## src/sv/nufd_pkg.sv

```systemverilog
package nufd_pkg;

    // field widths
    localparam int BYTE_W      = 8;
    localparam int EVENT_W     = 2;
    localparam int LENGTH_W    = 17;
    localparam int REASON_W    = 3;
    localparam int NMEA_MAX_W  = 11;
    localparam int UBX_MAX_W   = 16;
    localparam int CFG_IDX_W   = 1;
    localparam int CFG_DATA_W  = 16;

    // configuration register indexes
    localparam logic [CFG_IDX_W-1:0] CFG_NMEA_MAX_CHARS  = 1'd0;
    localparam logic [CFG_IDX_W-1:0] CFG_UBX_MAX_PAYLOAD = 1'd1;

    localparam logic [NMEA_MAX_W-1:0] NMEA_MAX_RESET = 11'd256;
    localparam logic [UBX_MAX_W-1:0]  UBX_MAX_RESET  = 16'd252;

    // framing characters
    localparam logic [BYTE_W-1:0] CH_DOLLAR     = 8'h24;
    localparam logic [BYTE_W-1:0] CH_STAR       = 8'h2A;
    localparam logic [BYTE_W-1:0] UBX_SYNC1     = 8'hB5;
    localparam logic [BYTE_W-1:0] UBX_SYNC2     = 8'h62;
    localparam logic [BYTE_W-1:0] NMEA_MAX_CODE = 8'd127;
    localparam logic [BYTE_W-1:0] HIGH_NIBBLE   = 8'hF0;
    localparam logic [BYTE_W-1:0] CH_CR         = 8'd13;
    localparam logic [BYTE_W-1:0] CH_LF         = 8'd10;

    // event codes
    localparam logic [EVENT_W-1:0] EV_BODY    = 2'd0;
    localparam logic [EVENT_W-1:0] EV_ACCEPT  = 2'd1;
    localparam logic [EVENT_W-1:0] EV_DISCARD = 2'd2;

    // discard reasons
    localparam logic [REASON_W-1:0] RS_NONE      = 3'd0;
    localparam logic [REASON_W-1:0] RS_BAD_CHAR  = 3'd1;
    localparam logic [REASON_W-1:0] RS_TOO_LONG  = 3'd2;
    localparam logic [REASON_W-1:0] RS_BAD_TERM  = 3'd3;
    localparam logic [REASON_W-1:0] RS_CHECKSUM  = 3'd4;
    localparam logic [REASON_W-1:0] RS_RESTARTED = 3'd5;

    localparam logic                PROTO_NMEA = 1'b0;

    typedef enum logic [10:0] {
        PH_WAIT   = 11'b000_0000_0001,
        PH_NBODY  = 11'b000_0000_0010,
        PH_NCS1   = 11'b000_0000_0100,
        PH_NCS2   = 11'b000_0000_1000,
        PH_NCR    = 11'b000_0001_0000,
        PH_NLF    = 11'b000_0010_0000,
        PH_USYNC2 = 11'b000_0100_0000,
        PH_UHDR   = 11'b000_1000_0000,
        PH_UPAY   = 11'b001_0000_0000,
        PH_UCK1   = 11'b010_0000_0000,
        PH_UCK2   = 11'b100_0000_0000
    } t_phase;

    typedef struct packed {
        t_phase                phase;
        logic                  in_nmea;
        logic [BYTE_W-1:0]     xor_sum;
        logic [BYTE_W-1:0]     fletcher_a;
        logic [BYTE_W-1:0]     fletcher_b;
        logic [BYTE_W-1:0]     length_low;
        logic [UBX_MAX_W-1:0]  payload_length;
        logic [LENGTH_W-1:0]   body_count;
    } t_state;

    typedef struct packed {
        logic [EVENT_W-1:0]  event_res;
        logic                protocol;
        logic [BYTE_W-1:0]   body_byte;
        logic [LENGTH_W-1:0] frame_length;
        logic [REASON_W-1:0] discard_reason;
    } t_result;

    localparam t_state STATE_RESET = '{
        phase:          PH_WAIT,
        in_nmea:        1'b1,
        xor_sum:        '0,
        fletcher_a:     '0,
        fletcher_b:     '0,
        length_low:     '0,
        payload_length: '0,
        body_count:     '0
    };

endpackage

```

## src/sv/nufd_rx_if.sv

```systemverilog
interface nufd_rx_if;
    import nufd_pkg::*;

    logic              valid;
    logic              ready;
    logic [BYTE_W-1:0] rx_byte;

    modport source (output valid, output rx_byte, input ready);
    modport sink   (input valid, input rx_byte, output ready);
endinterface

```

## src/sv/nufd_res_if.sv

```systemverilog
interface nufd_res_if;
    import nufd_pkg::*;

    logic                valid;
    logic                ready;
    logic [EVENT_W-1:0]  event_res;
    logic                protocol;
    logic [BYTE_W-1:0]   body_byte;
    logic [LENGTH_W-1:0] frame_length;
    logic [REASON_W-1:0] discard_reason;

    modport source (output valid, output event_res, output protocol, output body_byte,
                    output frame_length, output discard_reason, input ready);
    modport sink   (input valid, input event_res, input protocol, input body_byte,
                    input frame_length, input discard_reason, output ready);
endinterface

```

## src/sv/nufd_step.sv

```systemverilog
module nufd_step (
    input  nufd_pkg::t_state                          i_state,
    input  logic [nufd_pkg::BYTE_W-1:0]               i_byte,
    input  logic [nufd_pkg::NMEA_MAX_W-1:0]           i_nmea_max,
    input  logic [nufd_pkg::UBX_MAX_W-1:0]            i_ubx_max,
    output nufd_pkg::t_state                          o_state,
    output logic                                      o_has_res,
    output nufd_pkg::t_result                         o_res
);
    import nufd_pkg::*;

    t_state              n_st;
    t_state              start_st;
    logic                is_start;
    logic                hex_ok;
    logic [3:0]          hex_val;
    logic [BYTE_W-1:0]   fa_new;
    logic [BYTE_W-1:0]   fb_new;
    logic [UBX_MAX_W-1:0] hdr_len;
    logic [EVENT_W-1:0]  ev;
    logic [REASON_W-1:0] rs;
    logic [BYTE_W-1:0]   bb;
    logic                has;

    assign is_start = (i_byte == CH_DOLLAR) || (i_byte == UBX_SYNC1);
    assign fa_new   = i_state.fletcher_a + i_byte;
    assign fb_new   = i_state.fletcher_b + fa_new;
    assign hdr_len  = {i_byte, i_state.length_low};

    // hex digit 0-9 / A-F
    always_comb begin
        hex_ok  = 1'b0;
        hex_val = 4'd0;
        if (i_byte >= 8'h30 && i_byte <= 8'h39) begin
            hex_ok  = 1'b1;
            hex_val = 4'(i_byte - 8'h30);
        end else if (i_byte >= 8'h41 && i_byte <= 8'h46) begin
            hex_ok  = 1'b1;
            hex_val = 4'(i_byte - 8'h37);
        end
    end

    // state after a start byte opens a new frame
    always_comb begin
        start_st            = i_state;
        start_st.body_count = '0;
        if (i_byte == CH_DOLLAR) begin
            start_st.in_nmea = 1'b1;
            start_st.xor_sum = '0;
            start_st.phase   = PH_NBODY;
        end else begin
            start_st.in_nmea    = 1'b0;
            start_st.fletcher_a = '0;
            start_st.fletcher_b = '0;
            start_st.phase      = PH_USYNC2;
        end
    end

    always_comb begin
        n_st = i_state;
        has  = 1'b0;
        ev   = EV_BODY;
        rs   = RS_NONE;
        bb   = '0;
        if (is_start && (i_state.phase == PH_WAIT || i_state.in_nmea)) begin
            if (i_state.phase != PH_WAIT) begin
                has = 1'b1;
                ev  = EV_DISCARD;
                rs  = RS_RESTARTED;
            end
            n_st = start_st;
        end else begin
            unique case (i_state.phase)
                PH_WAIT: begin
                end
                PH_NBODY: begin
                    if (i_byte > NMEA_MAX_CODE) begin
                        n_st.phase = PH_WAIT;
                        has = 1'b1; ev = EV_DISCARD; rs = RS_BAD_CHAR;
                    end else if (i_byte == CH_STAR) begin
                        n_st.phase = PH_NCS1;
                    end else if (i_state.body_count >= LENGTH_W'(i_nmea_max)) begin
                        n_st.phase = PH_WAIT;
                        has = 1'b1; ev = EV_DISCARD; rs = RS_TOO_LONG;
                    end else begin
                        n_st.xor_sum    = i_state.xor_sum ^ i_byte;
                        n_st.body_count = i_state.body_count + 1'b1;
                        has = 1'b1; bb = i_byte;
                    end
                end
                PH_NCS1, PH_NCS2: begin
                    if (!hex_ok) begin
                        n_st.phase = PH_WAIT;
                        has = 1'b1; ev = EV_DISCARD; rs = RS_BAD_CHAR;
                    end else if (i_state.phase == PH_NCS1) begin
                        n_st.xor_sum = i_state.xor_sum ^ ({hex_val, 4'h0} & HIGH_NIBBLE);
                        n_st.phase   = PH_NCS2;
                    end else begin
                        n_st.xor_sum = i_state.xor_sum ^ {4'h0, hex_val};
                        n_st.phase   = PH_NCR;
                    end
                end
                PH_NCR: begin
                    if (i_byte != CH_CR) begin
                        n_st.phase = PH_WAIT;
                        has = 1'b1; ev = EV_DISCARD; rs = RS_BAD_TERM;
                    end else begin
                        n_st.phase = PH_NLF;
                    end
                end
                PH_NLF: begin
                    n_st.phase = PH_WAIT;
                    has = 1'b1;
                    if (i_byte != CH_LF) begin
                        ev = EV_DISCARD; rs = RS_BAD_TERM;
                    end else if (i_state.xor_sum != '0) begin
                        ev = EV_DISCARD; rs = RS_CHECKSUM;
                    end else begin
                        ev = EV_ACCEPT;
                    end
                end
                PH_USYNC2: begin
                    if (i_byte == UBX_SYNC2) begin
                        n_st.phase = PH_UHDR;
                    end else begin
                        has = 1'b1; ev = EV_DISCARD; rs = RS_RESTARTED;
                        if (is_start) begin
                            n_st = start_st;
                        end else begin
                            n_st.phase = PH_WAIT;
                        end
                    end
                end
                PH_UHDR: begin
                    if (i_state.body_count == LENGTH_W'(3)) begin
                        if (hdr_len > i_ubx_max) begin
                            n_st.phase = PH_WAIT;
                            has = 1'b1; ev = EV_DISCARD; rs = RS_TOO_LONG;
                        end else begin
                            n_st.payload_length = hdr_len;
                            n_st.fletcher_a     = fa_new;
                            n_st.fletcher_b     = fb_new;
                            n_st.body_count     = i_state.body_count + 1'b1;
                            n_st.phase          = (hdr_len == '0) ? PH_UCK1 : PH_UPAY;
                            has = 1'b1; bb = i_byte;
                        end
                    end else begin
                        if (i_state.body_count == LENGTH_W'(2)) begin
                            n_st.length_low = i_byte;
                        end
                        n_st.fletcher_a = fa_new;
                        n_st.fletcher_b = fb_new;
                        n_st.body_count = i_state.body_count + 1'b1;
                        has = 1'b1; bb = i_byte;
                    end
                end
                PH_UPAY: begin
                    n_st.fletcher_a = fa_new;
                    n_st.fletcher_b = fb_new;
                    n_st.body_count = i_state.body_count + 1'b1;
                    if (n_st.body_count >= LENGTH_W'(i_state.payload_length) + LENGTH_W'(4)) begin
                        n_st.phase = PH_UCK1;
                    end
                    has = 1'b1; bb = i_byte;
                end
                PH_UCK1: begin
                    if (i_byte != i_state.fletcher_a) begin
                        n_st.phase = PH_WAIT;
                        has = 1'b1; ev = EV_DISCARD; rs = RS_CHECKSUM;
                    end else begin
                        n_st.phase = PH_UCK2;
                    end
                end
                PH_UCK2: begin
                    n_st.phase = PH_WAIT;
                    has = 1'b1;
                    if (i_byte != i_state.fletcher_b) begin
                        ev = EV_DISCARD; rs = RS_CHECKSUM;
                    end else begin
                        ev = EV_ACCEPT;
                    end
                end
                default: begin
                    n_st.phase = PH_WAIT;
                end
            endcase
        end
    end

    assign o_state                  = n_st;
    assign o_has_res                = has;
    assign o_res.event_res          = ev;
    assign o_res.protocol           = ~i_state.in_nmea;
    assign o_res.body_byte          = bb;
    assign o_res.frame_length       = (ev == EV_BODY) ? n_st.body_count : i_state.body_count;
    assign o_res.discard_reason     = rs;

endmodule

```

## src/sv/nmea_ubx_frame_deframer_unit.sv

```systemverilog
// NMEA / UBX deframer: takes one received byte per word on i_rx and separates
// interleaved NMEA sentences ('$' body '*' hh CR LF, XOR checked) and UBX frames
// (B5 62, class, id, little-endian length, payload, two-byte Fletcher sum).
// Each body byte comes out as a body word (event 0) with the running length;
// a frame ends with one accept word (event 1) or one discard word (event 2)
// carrying the reason. Bytes that frame but carry no body (start, sync,
// checksum and terminator bytes) give no body word. Throughput is one byte per
// clock unless the output stalls: a byte sits in an input register, the whole
// state update is a single combinational step, and the result lands in an output
// register. Configuration (nmea_max_chars at index 0, ubx_max_payload at index
// 1) is written through i_cfg_we / i_cfg_idx / i_cfg_data; the user must write
// it only while the block is idle, which the block itself does not enforce.
module nmea_ubx_frame_deframer_unit (
    input  logic                                i_clk,
    input  logic                                i_rst_n,
    nufd_rx_if.sink                             i_rx,
    nufd_res_if.source                          o_res,
    input  logic                                i_cfg_we,
    input  logic [nufd_pkg::CFG_IDX_W-1:0]      i_cfg_idx,
    input  logic [nufd_pkg::CFG_DATA_W-1:0]     i_cfg_data
);
    import nufd_pkg::*;

    // configuration registers
    logic [NMEA_MAX_W-1:0] r_nmea_max;
    logic [UBX_MAX_W-1:0]  r_ubx_max;

    // input register
    logic              r_in_valid;
    logic [BYTE_W-1:0] r_in_byte;

    // deframer state
    t_state            r_state;
    t_state            n_state;

    // output register
    logic              r_out_valid;
    t_result           r_out;

    logic              step_has;
    t_result           step_res;
    logic              can_load;
    logic              advance;

    always_ff @(posedge i_clk) begin
        if (!i_rst_n) begin
            r_nmea_max <= NMEA_MAX_RESET;
            r_ubx_max  <= UBX_MAX_RESET;
        end else if (i_cfg_we) begin
            unique case (i_cfg_idx)
                CFG_NMEA_MAX_CHARS:  r_nmea_max <= i_cfg_data[NMEA_MAX_W-1:0];
                CFG_UBX_MAX_PAYLOAD: r_ubx_max  <= i_cfg_data[UBX_MAX_W-1:0];
                default: begin
                end
            endcase
        end
    end

    nufd_step u_step (
        .i_state    (r_state),
        .i_byte     (r_in_byte),
        .i_nmea_max (r_nmea_max),
        .i_ubx_max  (r_ubx_max),
        .o_state    (n_state),
        .o_has_res  (step_has),
        .o_res      (step_res)
    );

    // output register free, or its word leaves this cycle
    assign can_load = !r_out_valid || o_res.ready;
    // a byte with no result never waits on the output side
    assign advance  = r_in_valid && (can_load || !step_has);
    assign i_rx.ready = !r_in_valid || advance;

    always_ff @(posedge i_clk) begin
        if (!i_rst_n) begin
            r_in_valid <= 1'b0;
        end else if (i_rx.ready) begin
            r_in_valid <= i_rx.valid;
        end
    end

    always_ff @(posedge i_clk) begin
        if (i_rx.ready && i_rx.valid) begin
            r_in_byte <= i_rx.rx_byte;
        end
    end

    always_ff @(posedge i_clk) begin
        if (!i_rst_n) begin
            r_state <= STATE_RESET;
        end else if (advance) begin
            r_state <= n_state;
        end
    end

    always_ff @(posedge i_clk) begin
        if (!i_rst_n) begin
            r_out_valid <= 1'b0;
        end else if (can_load) begin
            r_out_valid <= advance && step_has;
        end
    end

    always_ff @(posedge i_clk) begin
        if (can_load && advance && step_has) begin
            r_out <= step_res;
        end
    end

    assign o_res.valid          = r_out_valid;
    assign o_res.event_res      = r_out.event_res;
    assign o_res.protocol       = r_out.protocol;
    assign o_res.body_byte      = r_out.body_byte;
    assign o_res.frame_length   = r_out.frame_length;
    assign o_res.discard_reason = r_out.discard_reason;

`ifndef SYNTHESIS
    // a held input byte waits unchanged for the step logic
    a_in_hold: assert property (@(posedge i_clk) disable iff (!i_rst_n)
        (r_in_valid && !advance) |=> (r_in_valid && $stable(r_in_byte)))
        else $error("input byte lost while stalled");

    // an end-of-frame word other than a restart discard returns the deframer to waiting
    a_end_to_wait: assert property (@(posedge i_clk) disable iff (!i_rst_n)
        (advance && step_has && step_res.event_res != EV_BODY
         && step_res.discard_reason != RS_RESTARTED) |=> (r_state.phase == PH_WAIT))
        else $error("frame end did not return to wait");

    // nmea body length never passes the configured limit
    a_nmea_limit: assert property (@(posedge i_clk) disable iff (!i_rst_n)
        (advance && step_has && step_res.event_res == EV_BODY
         && step_res.protocol == PROTO_NMEA)
        |=> (r_out.frame_length <= LENGTH_W'(r_nmea_max)))
        else $error("nmea body longer than limit");

    // a stalled output word is not overwritten
    a_out_hold: assert property (@(posedge i_clk) disable iff (!i_rst_n)
        (r_out_valid && !o_res.ready) |=> (r_out_valid && $stable(r_out)))
        else $error("output word overwritten");
`endif

endmodule

```

## src/flat_wrapper.sv

```systemverilog
// flat-port wrapper written by rule: the top's interface ports become plain ports
module nmea_ubx_frame_deframer_unit_flat import nufd_pkg::*;
  (i_clk, i_rst_n, i_cfg_we, i_cfg_idx, i_cfg_data, i_rx_valid, i_rx_rx_byte, i_rx_ready, o_res_valid, o_res_event_res, o_res_protocol, o_res_body_byte, o_res_frame_length, o_res_discard_reason, o_res_ready);
  nufd_rx_if i_rx_i ();
  nufd_res_if o_res_i ();
  input  logic i_clk;
  input  logic i_rst_n;
  input  logic i_cfg_we;
  input  logic [nufd_pkg::CFG_IDX_W-1:0] i_cfg_idx;
  input  logic [nufd_pkg::CFG_DATA_W-1:0] i_cfg_data;
  input wire logic [$bits(i_rx_i.valid)-1:0] i_rx_valid;
  input wire logic [$bits(i_rx_i.rx_byte)-1:0] i_rx_rx_byte;
  output wire logic [$bits(i_rx_i.ready)-1:0] i_rx_ready;
  output wire logic [$bits(o_res_i.valid)-1:0] o_res_valid;
  output wire logic [$bits(o_res_i.event_res)-1:0] o_res_event_res;
  output wire logic [$bits(o_res_i.protocol)-1:0] o_res_protocol;
  output wire logic [$bits(o_res_i.body_byte)-1:0] o_res_body_byte;
  output wire logic [$bits(o_res_i.frame_length)-1:0] o_res_frame_length;
  output wire logic [$bits(o_res_i.discard_reason)-1:0] o_res_discard_reason;
  input wire logic [$bits(o_res_i.ready)-1:0] o_res_ready;
  assign i_rx_i.valid = i_rx_valid;
  assign i_rx_i.rx_byte = i_rx_rx_byte;
  assign i_rx_ready = i_rx_i.ready;
  assign o_res_valid = o_res_i.valid;
  assign o_res_event_res = o_res_i.event_res;
  assign o_res_protocol = o_res_i.protocol;
  assign o_res_body_byte = o_res_i.body_byte;
  assign o_res_frame_length = o_res_i.frame_length;
  assign o_res_discard_reason = o_res_i.discard_reason;
  assign o_res_i.ready = o_res_ready;
  nmea_ubx_frame_deframer_unit u_core (.i_clk(i_clk), .i_rst_n(i_rst_n), .i_rx(i_rx_i), .o_res(o_res_i), .i_cfg_we(i_cfg_we), .i_cfg_idx(i_cfg_idx), .i_cfg_data(i_cfg_data));
endmodule
```

## config.mk

```make
export PLATFORM = sky130hd
export DESIGN_NAME = nmea_ubx_frame_deframer_unit_flat
export DESIGN_NICKNAME = d
export VERILOG_FILES = /design/src/sv/nufd_pkg.sv /design/src/sv/nufd_rx_if.sv /design/src/sv/nufd_res_if.sv /design/src/sv/nufd_step.sv /design/src/sv/nmea_ubx_frame_deframer_unit.sv /design/src/flat_wrapper.sv
export SDC_FILE = /design/constraint.sdc
export NUM_CORES = 1
export LEC_CHECK = 0
export BUFFER_PORTS_ARGS = -buffer_cell sky130_fd_sc_hd__buf_4
export CELL_PAD_IN_SITES_DETAIL_PLACEMENT = 0
export CELL_PAD_IN_SITES_GLOBAL_PLACEMENT = 1
export CORE_AREA = 2 2 141 143
export CTS_CLUSTER_SIZE = 10
export DETAILED_ROUTE_END_ITERATION = 16
export DIE_AREA = 0 0 143 145
export GPL_ROUTABILITY_DRIVEN = 0
export PLACE_DENSITY = 0.88
export SLEW_MARGIN = 5
export SYNTH_ARGS = -nofsm -noshare
export SYNTH_HDL_FRONTEND = slang
export SYNTH_SLANG_ARGS = --single-unit
export TNS_END_PERCENT = 50
```

## constraint.sdc

```tcl
create_clock -name i_clk -period 5.37 [get_ports i_clk]
set_input_delay 0.2685 -clock i_clk [delete_from_list [all_inputs] [get_ports i_clk]]
set_output_delay 0.2685 -clock i_clk [all_outputs]
set_load 0.02 [all_outputs]
```

# ---- Word level (Yosys, flattened, before mapping)
# Cells that the tools add are included.
dict set report classes {
  reduce_logical 33
  n_lt_le_gt_ge 8
  n_div 0
  bitwise 9
  n_mul 0
  mux 90
  eq_ne 34
  shift 0
  addsub 6
}
# op n
set ops {}
lappend ops {{two-way mux 66 bit} 2}
lappend ops {{two-way mux 8 bit} 14}
lappend ops {{two-way mux 11 bit} 8}
lappend ops {{one-hot mux 11 bit (8 select lines)} 1}
lappend ops {{two-way mux 17 bit} 5}
lappend ops {{two-way mux 77 bit} 1}
lappend ops {{one-hot mux 17 bit (4 select lines)} 1}
lappend ops {{two-way mux 16 bit} 4}
lappend ops {{one-hot mux 16 bit (3 select lines)} 1}
lappend ops {{one-hot mux 24 bit (2 select lines)} 1}
lappend ops {{one-hot mux 8 bit (3 select lines)} 2}
lappend ops {{two-way mux 2 bit} 20}
lappend ops {{equality test 17 x 2 -> 1 bit, second input constant} 2}
lappend ops {{two-way mux 33 bit} 1}
lappend ops {{inequality test 3 bit, second input constant} 8}
lappend ops {{one-hot mux 3 bit (8 select lines)} 1}
lappend ops {{two-way mux 3 bit} 7}
lappend ops {{two-way mux 10 bit} 2}
lappend ops {{adder 16 x 3 -> 17 bit, second input constant} 1}
lappend ops {{adder 17 x 1 -> 17 bit, second input constant} 1}
lappend ops {{greater-or-equal comparator 17 x 11 -> 1 bit} 1}
lappend ops {{greater-or-equal comparator 17 bit} 1}
lappend ops {{adder 8 bit} 2}
lappend ops {{equality test 8 x 6 -> 1 bit, second input constant} 2}
lappend ops {{other kinds (52)} 91}
dict set report word_totals {
  mem_count 0
  elab_cells 198
  mem_bits_ro 0
  out_inout_bits 33
  latch_bits 0
  ramBits 0
  ff_bits 145
}

# ---- Logic depth before layout (Yosys ltp)
# Gate-level depths: netlist of run 1.
dict set report depth {
  ltp_word 12
  depth_mapped 16
  ltp_nobuf 16
}

# ---- Hierarchy
# A second synthesis of run 1 with hierarchy kept.
dict set report hier_totals {
  cells_unflattened 1234
  hier_area_um2 10133.5
}
# module area_per_inst_um2 cells_per_inst instances seq_area_each_um2
set by_module_without_submodules {}
lappend by_module_without_submodules {nmea_ubx_frame_deframer_unit 5310.1 504 1 3293.2}
lappend by_module_without_submodules {nufd_step 4823.4 730 1 0.0}

# ---- Least setup slack after synthesis of run 1
# Ideal clock, no wire load.
dict set report synth_path {
  kind {flip-flop to flip-flop}
  start {register u_core.r_in_byte[1]}
  end {register u_core.r_out, in the netlist u_core.o_res.body_byte[0], enable pin}
  path_stages_with_launch 10
  n_path_buf 0
  arrival_ns 3.468
  t_required_ns 4.951
  setup_time_ns 0.419
  path_slack_ns 1.483
  period_less_slack_ns 3.887
  path_cell_list {edfxtp_1 -> inv_1 -> ha_1 -> nor4b_1 -> nor4_4 -> nor3_2 -> nor4_4 -> nand2_1 -> nand2_1 -> nor2_1}
}
dict set report synth_between {
  elab_chain_len 12
  elab_cells_between_ends 30
}
# element line_no
set synth_rtl {}
lappend synth_rtl {{start, declared} nmea_ubx_frame_deframer_unit.sv:30} ;# logic [BYTE_W-1:0] r_in_byte;
lappend synth_rtl {{start signal, assigned} nmea_ubx_frame_deframer_unit.sv:85} ;# r_in_byte <= i_rx.rx_byte;
lappend synth_rtl {{greater-or-equal comparator 8 x 7 -> 1 bit / less-or-equal comparator 8 x 7 -> 1 bit (equally long branches)} nufd_step.sv:37} ;# end else if (i_byte >= 8'h41 && i_byte <= 8'h46) begin
lappend synth_rtl {{logical AND 1 bit} nufd_step.sv:37}
lappend synth_rtl {{two-way mux 1 bit} nufd_step.sv:37}
lappend synth_rtl {{two-way mux 1 bit} nufd_step.sv:34} ;# if (i_byte >= 8'h30 && i_byte <= 8'h39) begin
lappend synth_rtl {{two-way mux 1 bit} nufd_step.sv:92} ;# if (!hex_ok) begin
lappend synth_rtl {{one-hot mux 1 bit (6 select lines)} nufd_step.sv:73} ;# unique case (i_state.phase)
lappend synth_rtl {{two-way mux 1 bit *} nufd_step.sv:65} ;# if (is_start && (i_state.phase == PH_WAIT || i_state.in_nmea)) begin
lappend synth_rtl {{logical NOT 1 bit} nmea_ubx_frame_deframer_unit.sv:72} ;# assign advance = r_in_valid && (can_load || !step_has);
lappend synth_rtl {{logical OR 1 bit} nmea_ubx_frame_deframer_unit.sv:72}
lappend synth_rtl {{logical AND 1 bit} nmea_ubx_frame_deframer_unit.sv:72}
lappend synth_rtl {{logical AND 1 bit} nmea_ubx_frame_deframer_unit.sv:106} ;# if (can_load && advance && step_has) begin
lappend synth_rtl {{logical AND 1 bit *} nmea_ubx_frame_deframer_unit.sv:106}
lappend synth_rtl {{end signal, assigned} nmea_ubx_frame_deframer_unit.sv:107} ;# r_out <= step_res;
lappend synth_rtl {{end, declared} nmea_ubx_frame_deframer_unit.sv:38} ;# t_result r_out;
# Mark *: on every way between the ends. The rest lies on a longest branch, timed or not.
# A chain may end at the register's enable or synchronous reset.

# ---- Worst setup path after layout of run 1
dict set report layout_path {
  start {register u_core.r_state[0] in the netlist's numbering}
  end {register u_core.r_state[70] in the netlist's numbering}
}
dict set report layout_between {
  elab_chain_len 4
  elab_cells_between_ends 8
}
# element line_no
set layout_rtl {}
lappend layout_rtl {{start, declared} nmea_ubx_frame_deframer_unit.sv:33} ;# t_state r_state;
lappend layout_rtl {{start signal, assigned} nmea_ubx_frame_deframer_unit.sv:93} ;# r_state <= n_state;
lappend layout_rtl {{adder 17 x 1 -> 17 bit} nufd_step.sv:160} ;# n_st.body_count = i_state.body_count + 1'b1;
lappend layout_rtl {{greater-or-equal comparator 17 bit} nufd_step.sv:161} ;# if (n_st.body_count >= LENGTH_W'(i_state.payload_length) + LENGTH_W'(4)) begin
lappend layout_rtl {{inequality test 3 bit (no line)} n/a}
lappend layout_rtl {{AND reduction 5 bit (no line) *} n/a}
# Marked as above.

==> results by stage, run 1 <==
Die:
- The die covers between 20000 and 25000 sq um.
- The number of top-level design ports is between 60 and 70.
- The region available for standard cell placement spans between 15000 and 20000 sq um.
- The die is between 100 and 150 um wide.
- The cell row count is 51.
- The initial standard-cell utilization of the core is 0.465.
- The height of the die is 145 um.

Synth:
- The count of different cell masters after synthesis is 76.
- Synthesis produced a netlist whose cell count is 1016.
- The post-synthesis cell area is 8930 sq um.
- In the post-synthesis netlist, the biggest area contributors are sky130_fd_sc_hd__dfxtp_1 (24%), sky130_fd_sc_hd__edfxtp_1 (13%), sky130_fd_sc_hd__ha_1 (9.3%).
- For this run, the leading register cell type out of synthesis is sky130_fd_sc_hd__dfxtp_1.
- Of the post-synthesis cell area, the dominant cell type holds 0.238.
- The number of storage elements in the synthesis netlist is 145.
- For this run, the number of Yosys warnings is 0.
- The async set-reset flop share out of synthesis is 0.
- The post-synthesis net count is 1114.
- The post-synthesis average cell area is ~8.8 sq um.
- Of the synthesized area, sequential elements account for 0.369.
- sky130_fd_sc_hd__dfxtp_1 takes more of the synthesized area than any other cell.
- The number of flops mapped to enable cells by yosys is 39.

Clock tree:
- The tree is rooted in a sky130_fd_sc_hd__clkbuf_16.
- The deepest level of the CTS H-tree is 4.
- The total of cells resized after clock tree synthesis is 0.
- Buffers added to address setup during post-CTS repair amount to 0.
- The clock latency of the later-clocked register in the worst-skew pair is ~0.44 ns.
- The number of buffers added by the clock tree synthesis step is 17.
- The number of hold buffers added after CTS was 1.
- Clock-pin slew was measured on the worst setup and hold paths at 0.07 ns.
- The clock passes through at most 2 buffers.
- The clock sink count is 145.
- TritonCTS built the clock tree.

Route:
- The number of detailed-routing iterations run before antenna repair is 5.
- In the routed design, unresolved DRC markers number 0.
- For this block, the initial DRC count from the detailed router was 996.
- The via density per instance is 5.92.
- The routed wirelength normalized by instance count is between 15 and 20 um.
- The total vias in the final route is approximately 8000.
- The wire length after detailed routing is 24400 um.
- The residual antenna-violating net count after detailed routing is 0.

Final layout:
- The commonest non-fill, non-tap cell in the layout is sky130_fd_sc_hd__nand2_1.
- The filler cells instantiated in the layout total approximately 1800.
- The layout-stage area growth over the synthesis result is 14.8%.
- In the layout the commonest cells are sky130_fd_sc_hd__nand2_1 (117), sky130_fd_sc_hd__dfxtp_1 (106), sky130_fd_sc_hd__nor2_1 (82).
- The finished layout holds 1347 standard cells, fillers aside.
- The final layout contains 1167 nets.
- The fraction of layout cells with a size suffix above 1 is 0.128.
- Once layout is complete, the utilization of the core stands at 0.533.
- 0 antenna diodes ended up in the layout.

Power:
- IR analysis of the VDD net gives a maximum drop of 0.233 mV.
- The leakage power summed over all cells is 0.00416 uW.
- In this run the power density over the cells is about 240 nW/um^2.

Timing:
- Clock skew on the completed layout was measured at 0.0106 ns.
- The maximum operating frequency is 233 MHz.
- The sum of negative setup slack is 0 ns.
- Dividing the final minimum period by the clock period gives 0.799.
- Setup repair after global routing left no endpoint under its margin.
- The final-layout worst hold slack is 0.00776 ns.
- Setup violations remaining at the end of the flow were counted as 0.
- The slew of the pin with the lowest slew margin is ~1.0 ns.
- The count of final hold-check violations is 0.
- The number of slew-limit violations in the final report is 0.
- Measured against its own limit, the worst slew margin works out to 0.316.
- The smallest clock period supported by the final layout is computed as between 4 and 5 ns.

Global routing:
- The number of antenna violations at the first check in global routing is 0.
- Entering global routing, the biggest net connects 57 pins.
- The total overflow reported by the global router is 0.
- The via count of the first global-routing pass is 7590.
- In the global route stage, overall resource usage came out at 0.243.
- The wire length of the first global-routing pass is 40300 um.

Place:
- Buffers placed on the I/O ports in this run total 62.
- The half-perimeter wire length of the detailed placement result is 17800 um.
- In this run, placement finished with an instance count of 1314.

Hold path:
- The worst hold path belongs to the class in -> reg.
- The startpoint of the tightest hold check path is i_rx_rx_byte[7].

Outcome:
- The flow ran to the end, and the final reports show no timing, DRC or antenna violations.

Setup path:
- The arrival time at the worst endpoint is approximately 4.7 ns.
- The startpoint identified for the worst register-to-register timing path is u_core.r_state[0]$_SDFFE_PN0P_.
- The critical path in this run is classified as reg -> reg.
- The largest driver fanout on the critical path is 10.
- The critical path starts at u_core.r_state[0]$_SDFFE_PN0P_.
- The startpoint kind of the worst setup timing path is a flop.
- At the worst endpoint, the required time is 5.72 ns.
- The sort of element at the end of the critical path is a flop.

Run:
- Max-cap violations in this run came to 0.
-- registers in the layout, summed over array words and instances (netlist names) --
register	count
u_core.o_res.protocol	1
u_core.o_res.valid	1
u_core.r_ubx_max	16
u_core.o_res.discard_reason	3
u_core.o_res.frame_length	17
u_core.r_nmea_max	11
u_core.r_state	77
u_core.o_res.event_res	2
u_core.r_in_byte	8
u_core.r_in_valid	1
u_core.o_res.body_byte	8
-- per-layer routing --
metal  track usage  wire length, um  vias up
li1              -                -     3863
met1         0.364            11700     3743
met2         0.360            10400      334
met3        0.0422             1870       39
met4        0.0639              371        0
met5             0                0        -
-- kinds of logic (layout without fill, tap and decap cells) --
group	after synthesis	after routing	share of synthesized area
xor+xnor	46	46	0.0451
compound gates	253	253	0.198
buf+inv	99	165	0.0437
fa+ha+maj	68	68	0.0970
flops	145	145	0.369
mux	26	26	0.0293
simple gates	379	379	0.218
-- cell type report --
| type | instances | area, sq um | share of cell area |
|---|---|---|---|
| clock buffers | 23 | 510 | 0.0498 |
| clock inverters | 9 | 66.3 | 0.00647 |
| inverters | 54 | 203 | 0.0198 |
| multi-input cells | 772 | 5250 | 0.512 |
| flip-flops and latches | 145 | 3290 | 0.321 |
| well taps | 265 | 332 | 0.0324 |
| repair buffers | 79 | 596 | 0.0581 |
-- stage by stage --
stage	total power, uW	area, sq um	setup slack (ns)
final	2500	10200	1.08
after CTS	2510	10200	1.15
after global placement	1360	9660	1.27
after floorplan	1300	8930	1.48
after detailed placement	1360	9660	1.19
after global routing	2590	10200	0.762
-- where the power goes --
part           switching (uW)  leakage [uW]  internal (uW)
Sequential               30.6       0.00115           1130
Combinational             105       0.00271           70.6
Clock                     487      0.000289            676
Total                     622       0.00416           1880
-- synth_stat cells (12+ instances only) --
cell type                  instances
sky130_fd_sc_hd__nor2_1           83
sky130_fd_sc_hd__inv_1            54
sky130_fd_sc_hd__mux2i_1          25
sky130_fd_sc_hd__nor4_1           15
sky130_fd_sc_hd__dfxtp_1         106
sky130_fd_sc_hd__xnor2_1          15
sky130_fd_sc_hd__clkbuf_1         34
sky130_fd_sc_hd__a211oi_1         12
sky130_fd_sc_hd__o21ai_0          40
sky130_fd_sc_hd__xor2_1           31
sky130_fd_sc_hd__ha_1             66
sky130_fd_sc_hd__o211ai_1         20
sky130_fd_sc_hd__a21oi_1          56
sky130_fd_sc_hd__a22o_1           24
sky130_fd_sc_hd__nand4_1          28
sky130_fd_sc_hd__edfxtp_1         39
sky130_fd_sc_hd__a21o_1           19
sky130_fd_sc_hd__nand2_1         117
sky130_fd_sc_hd__nand3_1          39
-- final timing paths --
check	endpoint	slack, ns	depth (start not counted)
min reg2reg	u_core.r_ubx_max[11]$_SDFFE_PN0P_	0.45	2
max reg2reg	u_core.r_state[70]$_SDFFE_PN0P_	1.08	16
min	u_core.r_in_byte[7]$_DFFE_PP_	0.008	1
max	u_core.r_state[70]$_SDFFE_PN0P_	1.08	16
-- critical path: stages, from the launching register on --
cell and delay, ns:
sky130_fd_sc_hd__dfxtp_1 0.54, sky130_fd_sc_hd__ha_1 0.27, sky130_fd_sc_hd__nand3_1 0.12, sky130_fd_sc_hd__or2_2 0.37, sky130_fd_sc_hd__nor3_1 0.37, sky130_fd_sc_hd__nand3_1 0.15
sky130_fd_sc_hd__xor2_1 0.18, sky130_fd_sc_hd__inv_1 0.10, sky130_fd_sc_hd__ha_1 0.33, sky130_fd_sc_hd__and4_1 0.21, sky130_fd_sc_hd__nand3_1 0.10, sky130_fd_sc_hd__nor4_1 0.06
sky130_fd_sc_hd__o221ai_1 0.15, sky130_fd_sc_hd__o2111ai_1 0.20, sky130_fd_sc_hd__a31oi_1 0.71, sky130_fd_sc_hd__o21ai_0 0.18, sky130_fd_sc_hd__a21oi_1 0.17
(Power assumes the default switching activity.)
==> inputs of run 2 (changes only) <==
ABC_AREA = 1   (was not set)
CORE_AREA = 2 2 167 169   (was 2 2 141 143)
DIE_AREA = 0 0 169 171   (was 0 0 143 145)
PLACE_DENSITY = 0.84   (was 0.88)
clock period = 3.8 ns   (was 5.37 ns; I/O delays follow)
==> run 2 against run 1 <==
  * Critical path depth is 6 higher
  * Wire length is 35% higher
  * Via count is 33% higher
  * Non-clock buffer count is 36 higher
  * Synthesized area is 20% higher
  * Critical endpoint unchanged
  * Largest cell class unchanged
  * Highest routed layer unchanged
==> results by stage, run 2 <==
Outcome:
- The run finished with clean final reports.

Power:
- VDD sags by at most 0.243 mV.
- The share of total power dissipated in sequential elements is 0.398.
- The clock share of power is 0.410.
- The net switching power is 1420 uW.
- The combinational power share is 0.191.
- The internal portion of the total power is around 2900 uW.
- The power density over the cells is 351 nW/um^2.
- Of the total power, the share spent switching nets is 0.329.
- The leakage power summed over all cells is 0.00587 uW.

Final layout:
- The final layout contains 1772 nets.
- Of the cells placed in the final design, the portion with a size suffix greater than 1 is 0.107.
- The flip-flop count of the largest register after layout is 77.
- The library cells used most frequently in the layout, excluding fill and tap cells, are sky130_fd_sc_hd__nand2_1 (377), sky130_fd_sc_hd__nor2_1 (195), sky130_fd_sc_hd__inv_1 (181).
- Leaving out fill and tap cells, the most frequent cell in the layout is sky130_fd_sc_hd__nand2_1.
- After filler insertion, the fill cell instance count of the layout stands at 2844.
- The largest registers in the layout are u_core.r_state (77), u_core.o_res.frame_length (17), u_core.r_ubx_max (16).
- The register with the most flip-flops in the final layout is u_core.r_state.
- In the final layout, the multi-input gates occupy 6310 sq um.
- The antenna diode instance count is 0.
- The layout-stage area growth over the synthesis result is 15.4%.
- In the final layout, flip-flops and latches occupy 3290 sq um.

Global routing:
- The number of antenna violations at the first check in global routing is 0.
- The wire length of the first global-routing pass is 52500 um.
- The total overflow left after global routing is 0.
- In the global route stage, overall resource usage came out at 0.230.
- Entering global routing, the biggest net connects 67 pins.
- The via count of the first global-routing pass is 9863.

Die:
- The initial utilization of the core area, before any placement, comes to 0.391.
- The height of the die is 171 um.
- Row generation in the floorplan step produced 61 rows.
- 63 I/O pins were placed.
- The full die area is 28900 sq um.
- Measured along the x axis, the die boundary spans 169 um.
- The core box area is around 27000 sq um.

Place:
- The half-perimeter wire length of the detailed placement result is 24800 um.
- The post-placement worst setup slack is 0.307 ns.
- During placement, the flow inserted port buffers numbering 62.

Setup path:
- STA classifies the critical path startpoint as a flop.
- The slowest stage of the critical path is the sky130_fd_sc_hd__dfxtp_1 cell.
- The critical path goes through ha_1 > nand2_1 > nor2_2 > nand3_1 > nor2_1 > nand3_1 > nor2_1 > xor2_1 > inv_1 > ha_1 > nand2_1 > nor2_1 > nand4_1 > nor4b_1 > nor2_1 > nand3_1 > nand2_1 > nor2_2 > buf_6 > nand3_1 > nand2_1 > nor2_1.
- The required time of the worst setup path is about 4.1 ns.
- The end of the worst register-to-register path is u_core.r_state[70]$_SDFFE_PN0P_.
- The worst-case reg-to-reg path depth is 22.
- STA puts the critical path data arrival time at 3.81 ns.
- On the worst path, the slowest cell contributes a delay of 0.35 ns.
- The reg-to-reg critical path startpoint is u_core.r_state[0]$_SDFFE_PN0P_.
- The cell family with the largest share of critical-path delay is simple AND/OR/NAND/NOR gates.
- The sort of element at the end of the critical path is a flop.
- Across all register-to-register paths, the minimum setup slack is 0.32 ns.
- Among the stages of the critical path, the cell type that occurs most often is sky130_fd_sc_hd__nor2_1.
- Counting both buffers and inverters, the worst setup path holds a total of 2.
- The kind of critical path is reg -> reg.
- The largest driver fanout on the critical path is 17.

Route:
- Dividing the detail-routed wire length by the instance count gives 16.2 um.
- In this run the remaining antenna-violating nets after routing total 0.
- The violation count after the first detailed-route iteration is just over 1000.
- In the routed design, unresolved DRC markers number 0.
- The first TritonRoute pass finished after 6 iterations.
- Dividing the detail-routed via count by the number of cells gives 5.21.
- Summing over every cut layer, the via total after detailed routing is 10600.
- The routed design has 33000 um of wire.

Clock tree:
- The clock latency of the later-clocked register in the worst-skew pair is roughly 0.45 ns.
- No sink is reached through more buffers than the 2 on the longest clock path.
- Post-CTS timing repair inserted 0 buffers for setup.
- The clock edge transition at the registers on the reported setup and hold paths is 0.08 ns.
- The number of buffers added by the clock tree synthesis step is 17.
- TritonCTS built the clock tree.
- The clock sink count is around 150.
- The deepest level of the CTS H-tree is 4.
- The buffer type at the clock tree root is sky130_fd_sc_hd__clkbuf_16.

Synth:
- By area the synthesized netlist is led by sky130_fd_sc_hd__dfxtp_1 (20%), sky130_fd_sc_hd__nand2_1 (13%), sky130_fd_sc_hd__edfxtp_1 (11%).
- The part of the Yosys area used for sequential elements is 0.309.
- Synthesis produced a netlist with a net count of 1708.
- A synthesized cell averages 6.63 sq um.
- Of all flip-flops after synthesis, the portion carrying an async set or reset was 0.
- The number of warnings printed during yosys synthesis is 0.
- The share of synthesized area in the top cell type comes to 0.199.
- In this run the cell area of the synthesized design comes to 10700 sq um.
- The leading register cell type out of synthesis is sky130_fd_sc_hd__dfxtp_1.
- sky130_fd_sc_hd__dfxtp_1 takes more of the synthesized area than any other cell.
- Synthesis inferred roughly 150 register bits.
- By count the netlist is led by sky130_fd_sc_hd__nand2_1 (377), sky130_fd_sc_hd__nor2_1 (197), sky130_fd_sc_hd__inv_1 (181), sky130_fd_sc_hd__nand3_1 (142), sky130_fd_sc_hd__a21oi_1 (114).
- The post-synthesis instance total is 1610.
- The number of different library cells used by synthesis comes to 51.
- The number of flops mapped to enable cells by yosys is 39.
- The most common cell in the netlist is sky130_fd_sc_hd__nand2_1.

Timing:
- Setup repair after global routing left no endpoint under its margin.
- The count of endpoints failing setup in the final report is 0.
- The clock arrives with 0.0154 ns of skew.
- The maximum operating frequency is about 290 MHz.
- After layout, the worst setup slack is 0.323 ns.
- The normalized max-slew margin is 0.436.
- The number of slew-limit violations in the final report came to 0.
- The shortest clock period the worst path allows after layout is 3.48 ns.
- The count of final hold-check violations was 0.
- The sum of negative setup slack is 0 ns.
- The portion of the clock cycle consumed by the worst path in the final layout is 0.915.
- The slew of the pin with the lowest slew margin is 0.845 ns.

Run:
- Max-cap violations in this run came to 0.

Hold path:
- The startpoint of the tightest hold check path is i_cfg_data[13].
- The number of cells on the worst hold path is 3.
- The path with the worst hold slack has its endpoint at u_core.r_ubx_max[13]$_SDFFE_PN0P_.
- The min-delay analysis places its worst path in the category in -> reg.
[run 2: worst max-delay path by stage]
| stage | slack [ns] | from | to | depth (start not counted) |
|---|---|---|---|---|
| after floorplan | 0.43 | u_core.r_in_byte[0]$_DFFE_PP_ | u_core.o_res.body_byte[0]$_SDFFCE_PP0P_ | 14 |
| after CTS | 0.27 | u_core.r_state[0]$_SDFFE_PN0P_ | u_core.r_state[70]$_SDFFE_PN0P_ | 22 |
| after global placement | 0.42 | u_core.r_state[19]$_SDFFE_PN0P_ | u_core.r_state[67]$_SDFFE_PN0P_ | 24 |
| after detailed placement | 0.31 | u_core.r_state[0]$_SDFFE_PN0P_ | u_core.r_state[70]$_SDFFE_PN0P_ | 22 |
| after global routing | 0.002 | u_core.r_state[19]$_SDFFE_PN0P_ | u_core.r_state[73]$_SDFFE_PN0P_ | 24 |
| final | 0.32 | u_core.r_state[0]$_SDFFE_PN0P_ | u_core.r_state[70]$_SDFFE_PN0P_ | 22 |
[run 2: final cells by class]
class                           instances  area share
Inverter                              196      0.0599
Clock inverter                         13      0.0124
Tap cell                              346      0.0351
Clock buffer                           19      0.0386
Timing Repair Buffer                  115      0.0747
Sequential cell                       145       0.267
Multi-Input combinational cell       1199       0.512
[run 2: worst reg2reg max path: cells and delay by family, from the launching register on]
family / cells / cell delay (ns)
simple gates: 17 / 1.97
fa+ha+maj: 2 / 0.59
flops: 1 / 0.35
buf+inv: 2 / 0.30
xor+xnor: 1 / 0.17
[run 2: stage by stage]
step	area, sq um	std cells	total power (uW)	hold WS, ns	util
floorplan	10700	1610	2320	0.289	-
global placement	11500	1985	2540	0.369	0.421
detailed placement	11500	1985	2560	0.369	0.421
CTS	12300	2033	4340	0.0152	0.450
global route	12300	2033	4530	0.0570	0.451
finish	12300	2033	4330	0.0274	0.451
[run 2: timing repair]
action | in CTS | in global routing
hold buffers | 16 | 0
gates resized for setup | 0 | 4
endpoints found under the setup margin | 0 | 11
endpoints found under the hold margin | 16 | 0
[run 2: power groups by stage]
stage / registers [uW] / logic (uW) / clock network [uW]
final: 1720 / 828 / 1770
after global routing: 1730 / 936 / 1860
after CTS: 1720 / 816 / 1800
after detailed placement: 1760 / 800 / 0
after global placement: 1760 / 789 / 0
after floorplan: 1730 / 588 / 0
[run 2: per-layer routing]
| layer | track usage | up-vias | routed length, um |
|---|---|---|---|
| met5 | 0 | - | 0 |
| li1 | - | 5413 | - |
| met1 | 0.319 | 4817 | 15800 |
| met2 | 0.365 | 295 | 14600 |
| met4 | 0.0806 | 0 | 852 |
| met3 | 0.0361 | 60 | 1780 |
[run 2: cells by family after synthesis]
kind of cell               Yosys count  share of synthesized area
xor gates and xnor gates            53                     0.0435
and+or+nand+nor                    843                      0.346
adders and majority gates           68                     0.0811
buffers and inverters              266                      0.103
DFF                                145                      0.309
AOI/OAI and AO/OA                  235                      0.118
==> inputs of run 3 (changes only) <==
CORE_AREA = 2 2 165 167   (was 2 2 167 169)
CTS_BUF_LIST = sky130_fd_sc_hd__clkbuf_8   (was not set)
DIE_AREA = 0 0 167 169   (was 0 0 169 171)
MAX_ROUTING_LAYER = met4   (was not set)
PLACE_DENSITY = 0.85   (was 0.84)
==> run 3 against run 2 <==
  * Worst setup slack improved by 0.046 ns
  * Global-route usage rose by 0.62 points
  * Clock-buffer cell count shrank 2
  * Clock power fell by 23%
  * Worst hold slack improved by 0.010 ns
  * Critical path type unchanged
  * Non-clock buffer count up 7
  * Sequential share of layout area up 0.27 points
  * Maximum frequency up 1.3%
  * Wire length shrank 0.95%
  * Final cell count increased by 0.15%
==> results by stage, run 3 (same netlist as run 2, synthesis figures left out) <==
Outcome:
- The flow ran to the end, and the final reports show no timing, DRC or antenna violations.

Setup path:
- The sort of element at the end of the critical path is a flop.
- The startpoint kind of the worst setup timing path is a flop.
- STA puts the critical path data required time at 4.16 ns.
- The worst setup path is of the reg -> reg kind.
- The reg-to-reg critical path startpoint is u_core.r_state[3]$_SDFFE_PN0P_.
- Among all stages on the critical path, the largest delay is contributed by sky130_fd_sc_hd__dfxtp_1.
- The buffering stage count on the worst path with inverters included is 3.
- Broken down by cell family, the worst path's largest delay share belongs to simple AND/OR/NAND/NOR gates.
- The library cell appearing most often on the critical path is sky130_fd_sc_hd__nor2_1.
- The worst stage delay on the critical path is 0.47 ns.
- Traced cell by cell, the critical path runs through inv_1 > nor2_2 > nand3_1 > nor2_1 > nand3_1 > nor2_1 > xor2_1 > inv_1 > ha_1 > nand2_1 > nor2_1 > nand4_1 > nor4b_2 > nor2_1 > nand3_1 > nand2_1 > nor2_4 > buf_4 > nand3_1 > nand2_1 > nor2_1.
- In this run the worst setup path begins at u_core.r_state[3]$_SDFFE_PN0P_.
- STA puts the critical path data arrival time at 3.79 ns.
- In this run the worst path has a maximum fanout of 11.

Final layout:
- The final design utilization is 0.460.
- Leaving out fill and tap cells, the most frequent cells in the layout are sky130_fd_sc_hd__nand2_1 (377), sky130_fd_sc_hd__nor2_1 (195), sky130_fd_sc_hd__inv_1 (181).
- In the final design database the tool counted 1779 nets.
- The count of non-filler cells in the finished layout is 2036.
- The register with the most flip-flops in the layout has 77 of them.
- In the final layout, the registers with the most flip-flops are u_core.r_state (77), u_core.o_res.frame_length (17), u_core.r_ubx_max (16).
- The fraction of layout cells with a size suffix above 1 is 0.109.
- The library cell used most frequently in the layout, excluding fill and tap cells, is sky130_fd_sc_hd__nand2_1.
- Compared with the post-synthesis result, the final layout area differs by 14.3%.
- The largest register by flop count is u_core.r_state.

Clock tree:
- The clock sink count is 145.
- CTS placed an instance of sky130_fd_sc_hd__clkbuf_8 at the clock tree root.
- The deepest level of the CTS H-tree is 4.
- The clock latency of the later-clocked register in the worst-skew pair is 0.48 ns.
- The TritonCTS clock tree is done.
- Counting the buffers created by CTS gives 17.
- The worst-case clock buffer depth is 2.
- The clock edge transition at the registers on the reported setup and hold paths is 0.10 ns.

Power:
- The leakage power summed over all cells is 0.00583 uW.
- Power spread over the standard cell area amounts to 322 nW/um^2.
- The relative contribution of sequential cells to total power is 0.437.
- The peak supply drop is ~0.20 mV.
- The internal power of the cells totals 2580 uW.
- Of the total power, the share spent switching nets is 0.344.
- The net switching power is between 1000 and 1500 uW.
- The combinational power share is 0.217.
- Of the total power, the clock network draws 0.346.

Global routing:
- The number of antenna violations at the first check in global routing is 1.
- The via count of the first global-routing pass was 9535.
- The combined global-route utilization of all metal layers is 0.237.
- The first global-routing pass estimated ~52000 um of wire.
- The maximum number of pins on one net before global-route repair is 69.
- After global routing the overflow that remains totals 0.

Route:
- In the final routed layout, each cell accounts on average for around 16 um.
- The count of nets left with antenna violations once routing finished came out at 0.
- Detailed routing inserted a total of ~11000 vias.
- The number of detailed-routing iterations run before antenna repair is 8.
- The routed design has 32700 um of wire.
- After detailed routing, the number of vias per cell comes to 5.20.
- In the routed design, unresolved DRC markers number 0.
- For this block, the initial DRC count from the detailed router was 1029.

Timing:
- For the final database, setup skew stands at 0.0195 ns.
- The worst pin sits at a relative slew slack of 0.523.
- The number of slew-limit violations in the final report came to 0.
- The count of endpoints failing setup in the final report is 0.
- Based on the critical path, the design can be clocked at up to 291 MHz.
- Dividing the final minimum period by the clock period gives 0.903.
- The count of final hold-check violations is 0.
- At the pin with the least slew margin, the transition time is 0.715 ns.
- The shortest clock period the worst path allows after layout is about 3.4 ns.

Hold path:
- The tightest min-delay check is of the in -> reg type.
- The startpoint of the tightest hold check path is i_cfg_data[9].

Die:
- The initial utilization of the core area, before any placement, comes to 0.403.
- Measured along the x axis, the die boundary spans around 170 um.
- The die covers 28200 sq um.
- The core box area is about 27000 sq um.
- Measured along the y axis, the die boundary spans 169 um.
- The cell row count is 60.
- The number of top-level design ports is between 60 and 70.

Place:
- In this run the tool buffered the top-level ports with 62 buffer cells.
- The half-perimeter wire length of the detailed placement result is roughly 24000 um.
- The number of cells after detailed placement is between 1500 and 2000.

Run:
- The number of maximum-capacitance constraint violations is 0.
-- run 3: cell count changes in the layout (fill, tap and decap cells not counted), moves of 2 or more --
cell / change
sky130_fd_sc_hd__bufinv_16: +2
sky130_fd_sc_hd__clkbuf_16: -19
sky130_fd_sc_hd__buf_4: +2
sky130_fd_sc_hd__dlygate4sd3_1: +6
sky130_fd_sc_hd__clkinv_8: -2
sky130_fd_sc_hd__clkbuf_8: +17
-- run 3: cell type report --
cell class | instances | area, sq um
fill | 2768 | 14300
clock buffer | 17 | 234
inverter | 196 | 738
tap | 341 | 427
timing repair buffer | 122 | 983
sequential | 145 | 3290
clock inverter | 15 | 193
antenna | 1 | 2.50
multi-input combinational | 1199 | 6330
-- run 3: what timing repair did --
item                                   in CTS  in global routing
hold buffers                               22                  0
setup endpoints to repair                   0                 11
resized for setup                           0                  8
buffers inserted                            0                  2
endpoints found under the hold margin      27                  0
-- run 3: final timing paths --
kind,to,slack [ns],cells past startpoint
hold reg to reg,u_core.r_ubx_max[12]$_SDFFE_PN0P_,0.47,2
setup reg to reg,u_core.r_state[70]$_SDFFE_PN0P_,0.37,21
hold / removal,u_core.r_ubx_max[9]$_SDFFE_PN0P_,0.04,3
setup / recovery,u_core.r_state[70]$_SDFFE_PN0P_,0.37,21
-- run 3: power groups by stage --
stage / registers (uW) / clock network [uW] / logic, uW
finish: 1720 / 1360 / 850
global route: 1720 / 1460 / 951
CTS: 1710 / 1390 / 824
detailed placement: 1750 / 0 / 803
global placement: 1750 / 0 / 793
floorplan: 1730 / 0 / 588
-- run 3: through the flow --
stage               worst slack (ns)  cell area (sq um)  hold slack, ns  power (uW)  setup TNS (ns)
floorplan                      0.433              10700           0.289        2320               0
global placement               0.243              11500           0.369        2540               0
detailed placement             0.113              11500           0.370        2550               0
CTS                           0.0635              12100         0.00498        3930               0
global route                 -0.0153              12200          0.0332        4130         -0.0188
finish                         0.369              12200          0.0377        3920               0
-- run 3: metal layers --
metal  global-route usage  vias up  share of wire
met4               0.0772        0          0.022
met2                0.357      365           0.44
met3               0.0353       57          0.064
met1                0.326     4754           0.47
li1                     -     5419              -
met5                    -        -              0
-- run 3: worst register-to-register path, stage by stage (launching register included) --
cell and delay [ns]:
sky130_fd_sc_hd__dfxtp_1 0.47, sky130_fd_sc_hd__inv_1 0.16, sky130_fd_sc_hd__nor2_2 0.19, sky130_fd_sc_hd__nand3_1 0.12, sky130_fd_sc_hd__nor2_1 0.18, sky130_fd_sc_hd__nand3_1 0.13
sky130_fd_sc_hd__nor2_1 0.14, sky130_fd_sc_hd__xor2_1 0.16, sky130_fd_sc_hd__inv_1 0.10, sky130_fd_sc_hd__ha_1 0.33, sky130_fd_sc_hd__nand2_1 0.08, sky130_fd_sc_hd__nor2_1 0.10
sky130_fd_sc_hd__nand4_1 0.09, sky130_fd_sc_hd__nor4b_2 0.22, sky130_fd_sc_hd__nor2_1 0.09, sky130_fd_sc_hd__nand3_1 0.07, sky130_fd_sc_hd__nand2_1 0.09, sky130_fd_sc_hd__nor2_4 0.17
sky130_fd_sc_hd__buf_4 0.21, sky130_fd_sc_hd__nand3_1 0.09, sky130_fd_sc_hd__nand2_1 0.08, sky130_fd_sc_hd__nor2_1 0.04
